### config.mk
export PLATFORM = sky130hd
export DESIGN_NAME = imu_frame_parser
export DESIGN_NICKNAME = d
export VERILOG_FILES = /design/src/rtl/imu_fp_pkg.sv /design/src/rtl/imu_fp_in_reg.sv /design/src/rtl/imu_fp_core.sv /design/src/rtl/imu_fp_out_reg.sv /design/src/rtl/imu_frame_parser.sv
export SDC_FILE = /design/constraint.sdc
export NUM_CORES = 1
export LEC_CHECK = 0
export ABC_CLOCK_PERIOD_IN_PS = 9300
export BUFFER_PORTS_ARGS = -buffer_cell sky130_fd_sc_hd__buf_2
export CAP_MARGIN = 30
export CORE_ASPECT_RATIO = 0.75
export CORE_MARGIN = 5
export CORE_UTILIZATION = 40
export CTS_BUF_LIST = sky130_fd_sc_hd__clkbuf_8
export DETAILED_ROUTE_END_ITERATION = 8
export SYNTH_ARGS = -nofsm -noshare
export SYNTH_HDL_FRONTEND = slang
export SYNTH_SLANG_ARGS = --single-unit
### constraint.sdc
create_clock -name clock -period 9.3 [get_ports clock]
set_input_delay 0.465 -clock clock [delete_from_list [all_inputs] [get_ports clock]]
set_output_delay 0.465 -clock clock [all_outputs]
set_load 0.02 [all_outputs]
### src/rtl/imu_fp_pkg.sv
// imu_fp_pkg: shared types and constants of the imu frame parser
// used by every module under rtl; no dependencies
`timescale 1ns / 1ps
`default_nettype none

package imu_fp_pkg;

   localparam int BYTE_W        = 8;
   localparam int POS_W         = 4;
   localparam int KIND_W        = 2;
   localparam int STATUS_W      = 2;
   localparam int AXIS_W        = 16;
   localparam int PAYLOAD_DEPTH = 6;
   localparam int PAYLOAD_IDX_W = 3;
   localparam int FRAME_LEN_DEF = 11;

   localparam logic [POS_W-1:0] PAYLOAD_FIRST = 4'd2;
   localparam logic [POS_W-1:0] PAYLOAD_LAST  = 4'd7;
   localparam logic [POS_W-1:0] POS_AFTER_SYNC = 4'd1;

   localparam logic [BYTE_W-1:0] SYNC_BYTE  = 8'h55;
   localparam logic [BYTE_W-1:0] TYPE_ACCEL = 8'h51;
   localparam logic [BYTE_W-1:0] TYPE_ANGLE = 8'h53;

   localparam logic [STATUS_W-1:0] STATUS_OK        = 2'd0;
   localparam logic [STATUS_W-1:0] STATUS_BAD_SUM   = 2'd1;
   localparam logic [STATUS_W-1:0] STATUS_BAD_VALUE = 2'd2;

   localparam logic [AXIS_W-1:0] AXIS_REJECT = 16'h8000;

   typedef enum logic [2:0] {
      PH_HUNT = 3'b001,
      PH_SYNC = 3'b010,
      PH_BODY = 3'b100
   } phase_type;

   typedef struct packed {
      logic signed [AXIS_W-1:0] axis_z;
      logic signed [AXIS_W-1:0] axis_y;
      logic signed [AXIS_W-1:0] axis_x;
      logic [STATUS_W-1:0]      status;
      logic [KIND_W-1:0]        frame_kind;
   } result_type;

endpackage

`default_nettype wire

### src/rtl/imu_fp_in_reg.sv
// imu_fp_in_reg: input register that holds one received byte for the parser
// depends on imu_fp_pkg
`timescale 1ns / 1ps
`default_nettype none

module imu_fp_in_reg (
   input  wire                          clock,
   input  wire                          reset,
   input  wire                          req_tvalid,
   output logic                         req_tready,
   input  wire [imu_fp_pkg::BYTE_W-1:0] req_tdata,   // [7:0] rx_byte
   input  wire                          take,
   output logic                         byte_valid,
   output logic [imu_fp_pkg::BYTE_W-1:0] byte_data
);
   import imu_fp_pkg::*;

   logic              valid_ff;
   logic              valid_in;
   logic [BYTE_W-1:0] data_ff;

   assign req_tready = !valid_ff || take;
   assign byte_valid = valid_ff;
   assign byte_data  = data_ff;

   always_comb begin
      valid_in = valid_ff;
      if (req_tvalid && req_tready) begin
         valid_in = 1'b1;
      end else if (take) begin
         valid_in = 1'b0;
      end
   end

   always_ff @(posedge clock) begin
      if (reset) begin
         valid_ff <= 1'b0;
      end else begin
         valid_ff <= valid_in;
      end
   end

   always_ff @(posedge clock) begin
      if (req_tvalid && req_tready) begin
         data_ff <= req_tdata;
      end
   end

endmodule

`default_nettype wire

### src/rtl/imu_fp_core.sv
// imu_fp_core: header hunt, frame collection, checksum and value check
// depends on imu_fp_pkg
`timescale 1ns / 1ps
`default_nettype none

module imu_fp_core #(
   parameter int FRAME_LEN = imu_fp_pkg::FRAME_LEN_DEF
) (
   input  wire                           clock,
   input  wire                           reset,
   input  wire                           byte_valid,
   input  wire  [imu_fp_pkg::BYTE_W-1:0] byte_data,
   output logic                          take,
   output logic                          res_valid,
   input  wire                           res_ready,
   output imu_fp_pkg::result_type        res
);
   import imu_fp_pkg::*;

   localparam logic [POS_W-1:0] LAST_POS = POS_W'(FRAME_LEN - 1);

   phase_type         phase_ff, phase_in;
   logic [POS_W-1:0]  pos_ff, pos_in;
   logic [BYTE_W-1:0] sum_ff, sum_in;
   logic [KIND_W-1:0] kind_ff, kind_in;
   logic [BYTE_W-1:0] payload_ff [PAYLOAD_DEPTH];

   logic                     emit;
   logic                     store;
   logic [PAYLOAD_IDX_W-1:0] store_idx;
   logic [AXIS_W-1:0]        raw_x, raw_y, raw_z;
   logic [STATUS_W-1:0]      status;

   assign raw_x = {payload_ff[1], payload_ff[0]};
   assign raw_y = {payload_ff[3], payload_ff[2]};
   assign raw_z = {payload_ff[5], payload_ff[4]};

   assign emit      = (phase_ff == PH_BODY) && (pos_ff >= LAST_POS);
   assign store     = (phase_ff == PH_BODY) && (pos_ff >= PAYLOAD_FIRST) &&
                      (pos_ff <= PAYLOAD_LAST) && (pos_ff < LAST_POS);
   assign store_idx = PAYLOAD_IDX_W'(pos_ff - PAYLOAD_FIRST);

   assign take      = byte_valid && (!emit || res_ready);
   assign res_valid = byte_valid && emit;

   always_comb begin
      if (sum_ff != byte_data) begin
         status = STATUS_BAD_SUM;
      end else if (raw_x == AXIS_REJECT || raw_y == AXIS_REJECT ||
                   raw_z == AXIS_REJECT) begin
         status = STATUS_BAD_VALUE;
      end else begin
         status = STATUS_OK;
      end
      res.frame_kind = kind_ff;
      res.status     = status;
      res.axis_x     = (status == STATUS_OK) ? raw_x : '0;
      res.axis_y     = (status == STATUS_OK) ? raw_y : '0;
      res.axis_z     = (status == STATUS_OK) ? raw_z : '0;
   end

   always_comb begin
      phase_in = phase_ff;
      pos_in   = pos_ff;
      sum_in   = sum_ff;
      kind_in  = kind_ff;
      unique case (phase_ff)
         PH_SYNC: begin
            if (byte_data >= TYPE_ACCEL && byte_data <= TYPE_ANGLE) begin
               kind_in  = KIND_W'(byte_data - TYPE_ACCEL);
               sum_in   = sum_ff + byte_data;
               pos_in   = PAYLOAD_FIRST;
               phase_in = PH_BODY;
            end else if (byte_data == SYNC_BYTE) begin
               phase_in = PH_SYNC;
               pos_in   = POS_AFTER_SYNC;
               sum_in   = SYNC_BYTE;
            end else begin
               phase_in = PH_HUNT;
               pos_in   = '0;
               sum_in   = '0;
            end
         end
         PH_BODY: begin
            if (!emit) begin
               sum_in = sum_ff + byte_data;
               pos_in = pos_ff + 1'b1;
            end else begin
               phase_in = PH_HUNT;
               pos_in   = '0;
               sum_in   = '0;
            end
         end
         default: begin
            if (byte_data == SYNC_BYTE) begin
               phase_in = PH_SYNC;
               pos_in   = POS_AFTER_SYNC;
               sum_in   = SYNC_BYTE;
            end else begin
               phase_in = PH_HUNT;
               pos_in   = '0;
               sum_in   = '0;
            end
         end
      endcase
   end

   always_ff @(posedge clock) begin
      if (reset) begin
         phase_ff <= PH_HUNT;
         pos_ff   <= '0;
         sum_ff   <= '0;
         kind_ff  <= '0;
      end else if (take) begin
         phase_ff <= phase_in;
         pos_ff   <= pos_in;
         sum_ff   <= sum_in;
         kind_ff  <= kind_in;
      end
   end

   always_ff @(posedge clock) begin
      if (take && store) begin
         payload_ff[store_idx] <= byte_data;
      end
   end

   a_body_pos_range: assert property (@(posedge clock) disable iff (reset)
      (phase_ff == PH_BODY) |-> (pos_ff >= PAYLOAD_FIRST && pos_ff <= LAST_POS))
      else $error("frame position out of range while collecting");

   a_hunt_clear: assert property (@(posedge clock) disable iff (reset)
      (phase_ff == PH_HUNT) |-> (pos_ff == '0 && sum_ff == '0))
      else $error("position or sum not cleared while hunting");

   a_emit_returns: assert property (@(posedge clock) disable iff (reset)
      (take && emit) |=> (phase_ff == PH_HUNT))
      else $error("parser did not return to hunting after frame end");

   a_reject_zero: assert property (@(posedge clock) disable iff (reset)
      (res_valid && res.status != STATUS_OK) |->
         (res.axis_x == '0 && res.axis_y == '0 && res.axis_z == '0))
      else $error("values not zeroed on a rejected frame");

endmodule

`default_nettype wire

### src/rtl/imu_fp_out_reg.sv
// imu_fp_out_reg: result register that drives the rsp stream
// depends on imu_fp_pkg
`timescale 1ns / 1ps
`default_nettype none

module imu_fp_out_reg (
   input  wire                          clock,
   input  wire                          reset,
   input  wire                          res_valid,
   output logic                         res_ready,
   input  imu_fp_pkg::result_type       res,
   output logic                         rsp_tvalid,
   input  wire                          rsp_tready,
   output logic [3*imu_fp_pkg::AXIS_W-1:0] rsp_tdata,  // [15:0] axis_x, [31:16] axis_y,
                                                       // [47:32] axis_z
   output logic [imu_fp_pkg::KIND_W+imu_fp_pkg::STATUS_W-1:0] rsp_tuser // [1:0] frame_kind,
                                                                       // [3:2] status
);
   import imu_fp_pkg::*;

   logic       valid_ff;
   logic       valid_in;
   result_type data_ff;

   assign res_ready  = !valid_ff || rsp_tready;
   assign rsp_tvalid = valid_ff;
   assign rsp_tdata  = {data_ff.axis_z, data_ff.axis_y, data_ff.axis_x};
   assign rsp_tuser  = {data_ff.status, data_ff.frame_kind};

   always_comb begin
      valid_in = valid_ff;
      if (res_valid && res_ready) begin
         valid_in = 1'b1;
      end else if (rsp_tready) begin
         valid_in = 1'b0;
      end
   end

   always_ff @(posedge clock) begin
      if (reset) begin
         valid_ff <= 1'b0;
      end else begin
         valid_ff <= valid_in;
      end
   end

   always_ff @(posedge clock) begin
      if (res_valid && res_ready) begin
         data_ff <= res;
      end
   end

endmodule

`default_nettype wire

### src/rtl/imu_frame_parser.sv
// imu_frame_parser: top level of the imu sensor frame parser
// instantiates imu_fp_in_reg, imu_fp_core and imu_fp_out_reg; depends on imu_fp_pkg
//
// usage:
//   req channel carries one received serial byte per word in req_tdata[7:0]
//   rsp channel carries one word per complete frame: rsp_tuser holds frame_kind
//   and status, rsp_tdata holds axis_x, axis_y and axis_z (raw q15, zero when
//   status is not ok)
//   a frame is sync 0x55, a type byte 0x51..0x53, payload and a sum8 checksum,
//   FRAME_LEN bytes in all
//   throughput: one byte per cycle, sustained, as long as rsp_tready is high
//   the checksum byte passes through the input register, then the result register,
//   before the result word shows on rsp_tvalid
//   reset: synchronous, clears the parser to hunting and empties both registers
//   stall: while a result waits on rsp_tready, bytes that do not end a frame
//   keep flowing; a frame end waits in the input register and req_tready drops
//   only once that register is full and cannot drain
`timescale 1ns / 1ps
`default_nettype none

module imu_frame_parser #(
   parameter int FRAME_LEN = imu_fp_pkg::FRAME_LEN_DEF
) (
   input  wire                          clock,
   input  wire                          reset,
   input  wire                          req_tvalid,
   output logic                         req_tready,
   input  wire [imu_fp_pkg::BYTE_W-1:0] req_tdata,   // [7:0] rx_byte
   output logic                         rsp_tvalid,
   input  wire                          rsp_tready,
   output logic [3*imu_fp_pkg::AXIS_W-1:0] rsp_tdata,  // [15:0] axis_x, [31:16] axis_y,
                                                       // [47:32] axis_z
   output logic [imu_fp_pkg::KIND_W+imu_fp_pkg::STATUS_W-1:0] rsp_tuser // [1:0] frame_kind,
                                                                       // [3:2] status
);
   import imu_fp_pkg::*;

   logic              take;
   logic              byte_valid;
   logic [BYTE_W-1:0] byte_data;
   logic              res_valid;
   logic              res_ready;
   result_type        res;

   imu_fp_in_reg u_in_reg (
      .clock      (clock),
      .reset      (reset),
      .req_tvalid (req_tvalid),
      .req_tready (req_tready),
      .req_tdata  (req_tdata),
      .take       (take),
      .byte_valid (byte_valid),
      .byte_data  (byte_data)
   );

   imu_fp_core #(
      .FRAME_LEN (FRAME_LEN)
   ) u_core (
      .clock      (clock),
      .reset      (reset),
      .byte_valid (byte_valid),
      .byte_data  (byte_data),
      .take       (take),
      .res_valid  (res_valid),
      .res_ready  (res_ready),
      .res        (res)
   );

   imu_fp_out_reg u_out_reg (
      .clock      (clock),
      .reset      (reset),
      .res_valid  (res_valid),
      .res_ready  (res_ready),
      .res        (res),
      .rsp_tvalid (rsp_tvalid),
      .rsp_tready (rsp_tready),
      .rsp_tdata  (rsp_tdata),
      .rsp_tuser  (rsp_tuser)
   );

endmodule

`default_nettype wire

* Word-level counts from Yosys, hierarchy flattened *
Memories as Yosys holds them, arrays and structs flattened.
Cells that the tools add are included.

operators by class
  muxes and demuxes = 20
  order comparisons = 6
  equality and inequality tests = 8
  reductions and logical operators = 23
  add/subtract/negate cells = 4

operators with widths
  operator              count
  $eq 16x16->1 const B  3
  $mux 8                2
  $pmux 8 s2            1
  $logic_and 1x1->1     10
  $add 8x8->8           1
  $eq 8x7->1 const B    1
  $ge 8x7->1 const B    1
  $le 8x7->1 const B    1
  $mux 4                2
  $ne 8x8->1            1
  $pmux 4 s2            1
  $mux 1                7
  $mux 7                1
  $mux 2                3
  $mux 3                2
  $pmux 3 s2            1
  $logic_or 1x1->1      5
  $add 4x1->4 const B   1
  $ge 4x2->1 const B    1
  $ge 4x4->1 const B    1
  $le 4x3->1 const B    1
  $lt 4x4->1 const B    1
  $reduce_bool 2->1     2
  $eq 3x2->1 const B    1
  8 further kinds       10

word-level totals
  bits of input ports = 12
  register bits after elaboration = 79
  RAM bits = 48
  memories = 1
  logic and storage cells = 74

memories
  name               words  width  rd ports  clocked after Yosys merged registers in  write ports  RTL line           source
  u_core.payload_ff  6      8      6         0                                        1            imu_fp_core.sv:26  logic [BYTE_W-1:0] payload_ff [PAYLOAD_DEPTH];

* Logic depth before layout (Yosys ltp) *
  depth after elaboration = 8
  depth in mapped cells = 8
  depth with buffers taken out = 8

* Cells and area by module *
From an unflattened synthesis, not the netlist that was laid out.

second synthesis, totals
  cell total of the unflattened synthesis = 352
  area total of the unflattened synthesis = 5092.4 um^2

by module, submodules not included
  module          times used  cells each  area an instance (um^2)  seq. area each (um^2)
  imu_fp_core     1           282         3180.6                   1781.7
  imu_fp_out_reg  1           57          1616.6                   1581.5
  imu_fp_in_reg   1           13          295.3                    260.2

* Least setup slack after synthesis *
OpenSTA, ideal clock, no wires.

  path type = reg2reg
  start = reg u_core.phase_ff[2]
  end = reg u_out_reg.data_ff (netlist bit u_out_reg.rsp_tdata[0]) (enable)
  cell stages (with the launch flop) = 5
  required time = 8838 ps
  setup time = 462 ps
  path slack = 5592 ps
  path buffers = 0
  data arrival time = 3247 ps
  clock period less this slack = 3708 ps
  cell sequence = dfxtp_1 or3b_4 nor2_1 nand2_1 nor2_1

between the ends
  cells in the longest elaborated chain, start to end = 4

RTL lines
  element                   RTL line              source
  start: declaration        imu_fp_core.sv:22     phase_type phase_ff, phase_in;
  start signal: assignment  imu_fp_core.sv:115    phase_ff <= phase_in;
  $eq 3x3->1                imu_fp_core.sv:38     assign emit = (phase_ff == PH_BODY) && (pos_ff >= LAST_POS);
  $logic_and 1x1->1         imu_fp_core.sv:38
  $logic_and 1x1->1         imu_fp_core.sv:44     assign res_valid = byte_valid && emit;
  $logic_and 1x1->1         imu_fp_out_reg.sv:48  if (res_valid && res_ready) begin
  end signal: assignment    imu_fp_out_reg.sv:49  data_ff <= res;
  end: declaration          imu_fp_out_reg.sv:23  result_type data_ff;

No other way between the ends.
A chain may end at the register's enable or synchronous reset.

==> summary.txt <==
GRT Overall Usage -> 14.5%
Type of the worst min-delay path -> in2reg
Layout cell share with drive strength beyond 1 -> 23.6%
TritonCTS Buffers -> 17
Vias in the first global route -> 2973
Seq/Total Area, Yosys -> 72.3%
Worst Setup SP -> u_in_reg.byte_data[5]$_DFFE_PP_
Synth area leader -> edfxtp_1
Netlist cell types -> 43
WL final -> 10400 µm
Iter 0 DRT Violations -> 190
FMAX -> 0.372 GHz
Final period util -> 28.9%
Mapped Avg Cell Area -> 14.2 µm²
Final cell utilization of the core -> 48.4%
CTS tree -> built
Fillers -> 1090
Top area cells in the synthesized netlist -> edfxtp_1 65%, dfxtp_1 7.6%, and2_1 6.1%
DP HPWL -> 7020 µm
Detail Route Antenna Nets -> 0
Syn. warnings -> 0
Worst-Margin Slew -> 0.861 ns
DR vias -> 3023
Slew HR -> 42.3%
1st-pass router iterations -> 4
Final setup fails -> 0
CP Max Fanout -> 36
WP data arrival -> 2.98 ns
Bufs on Longest Clock Path -> 2
CTS Hold Bufs -> 0
MaxCap Viol Count -> 0
Final RePlAce weighted congestion -> 0.879
Worst R2R Start -> u_in_reg.byte_data[5]$_DFFE_PP_
Clock Latency Late Sink -> 0.43 ns
Clk slew on worst S/H paths -> 0.07 ns
Inst Count DP -> 576
Primary FF master, synth -> edfxtp_1
Die Ht -> 107 µm
VDD IR max -> 0.0000770 V
CP required -> 9.59 ns
Netlist Area Pre-Place -> 0.00501 mm²
P_leak -> 0.00190 µW
Syn nets -> 376
Crit. End Element -> register
Total gr overflow -> 0
Cell Pwr Density -> 194 mW/mm²
Core Rows -> 35
First-pass GRT wire length -> 16400 µm
Post-synth ARST share -> 0%
Initial antenna violation count -> 0
Syn Inst Count -> 352
Area growth syn-to-layout -> 18.5%
DRC viols -> 0
Die width -> 139 µm
WL/cell -> 17.1 µm
Yosys reg bits -> 127
Setup TNS -> 0 ns
Post-synth EDFFs -> 108
Fin. max-slew vios -> 0
Post-route insts no fill -> 607
I/O Pins -> 66
Max H-tree Level -> 4
Hold path start -> req_tdata[6]
Critical path type -> reg2reg
Post-synth top area share -> 64.7%
Worst hold margin -> 0.204 ns
IO buf count -> 65
Core ar. -> 0.0123 mm²
Root buffer selected by CTS -> clkbuf_8
Clock Sinks -> 127
Setup repair bufs after CTS -> 0
Final hold violations -> 0
Drt via density -> 4.98
RSZ-0062 raised after global routing -> false
Outcome -> complete, no violations
Period minus WS final -> 2.68 ns
Total Nets Final -> 453
Initial Util -> 40.9%
# diodes -> 0
Post-CTS sizing -> 0
DIE AREA -> 0.0149 mm²
Critical path launch point type -> register
Clock skew -> 0.00816 ns
Largest net degree at the start of global routing -> 44
-- registers in the layout, summed over array words and instances, names as in the netlist --
| register | cells |
|---|---|
| u_core.payload_ff | 48 |
| u_core.pos_ff | 4 |
| u_in_reg.byte_valid | 1 |
| u_core.phase_ff | 3 |
| u_out_reg.rsp_tuser | 4 |
| u_out_reg.rsp_tvalid | 1 |
| u_core.kind_ff | 2 |
| u_out_reg.rsp_tdata | 48 |
| u_in_reg.byte_data | 8 |
| u_core.sum_ff | 8 |
-- per-stage QoR --
step	total power [µW]	cell area (µm²)	worst slack, ns
detailed placement	678	5540	6.61
global route	1190	5940	6.46
global placement	676	5530	6.68
CTS	1160	5940	6.58
finish	1150	5940	6.62
floorplan	661	5010	5.59
-- where the power goes --
| part | total [µW] | internal, µW | switching (µW) |
|---|---|---|---|
| Clock | 484 | 263 | 221 |
| Sequential | 633 | 620 | 13.6 |
| Combinational | 31.8 | 13.9 | 17.9 |
| Total | 1150 | 897 | 253 |
-- synthesized netlist by cell type, types with 3 or more instances --
cell type / number
a21oi_1: 22
nand2b_1: 5
inv_1: 6
nor2_1: 22
nor2b_1: 6
edfxtp_1: 108
nand3_1: 7
dfxtp_1: 19
and2_1: 49
a211oi_1: 3
clkbuf_1: 8
nor3b_1: 4
o21ai_0: 6
xnor2_1: 6
nor3_1: 8
nor4b_1: 3
ha_1: 11
nor4_1: 11
nand2_1: 18
nand4_1: 3
-- cells in the final DEF (no fill, tap or decap), types with 7 or more instances in the layout --
master    count
a21oi_1      22
and2_1       49
buf_2        65
clkbuf_8     17
dfxtp_1      19
edfxtp_1    108
ha_1         11
nand2_1      18
nand3_1       7
nor2_1       20
nor3_1        8
nor4_1       11
-- cell families after synthesis --
| family | synth area share (%) |
|---|---|
| and+or+nand+nor | 16.9 |
| DFF | 72.3 |
| AOI/OAI and AO/OA | 5.04 |
| buffers and inverters | 1.22 |
| adders and majority gates | 3.15 |
| xor gates and xnor gates | 1.22 |
| muxes | 0.200 |
-- routing by layer --
metal  wire length [µm]  vias to the layer above  track usage [%]  share of wire [%]
li1                   -                     1453                -                  -
met1               4940                     1455             20.4                 48
met2               4610                      100             21.3                 44
met3                696                       15             4.73                6.7
met4                126                        0             4.89                1.2
met5                  0                        -                0                  0
-- worst paths after layout --
| check | slack (ns) | endpoint | depth (start not counted) |
|---|---|---|---|
| min | 0.20 | u_in_reg.byte_data[6]$_DFFE_PP_ | 1 |
| max reg2reg | 6.62 | u_out_reg.rsp_tdata[39]$_SDFFCE_PP0P_ | 6 |
| min reg2reg | 0.45 | u_out_reg.rsp_tuser[1]$_DFFE_PP_ | 0 |
| max | 6.62 | u_out_reg.rsp_tdata[39]$_SDFFCE_PP0P_ | 6 |
-- cell type report --
type	instances	area [µm²]	area share, %
Clock buffer	17	234	3.94
Clock inverter	14	165	2.78
Inverter	6	22.5	0.379
Multi-Input combinational cell	209	1340	22.5
Sequential cell	127	3620	61.0
Tap cell	166	208	3.50
Timing Repair Buffer	68	348	5.86
-- worst max-delay path, cell delays in order (launching register included) --
cell	delay, ns
edfxtp_1	0.61
ha_1	0.44
nor4_1	0.33
nand3_1	0.23
nor2_2	0.39
buf_4	0.35
and2_1	0.18
Power figures use the tool's default switching activity.
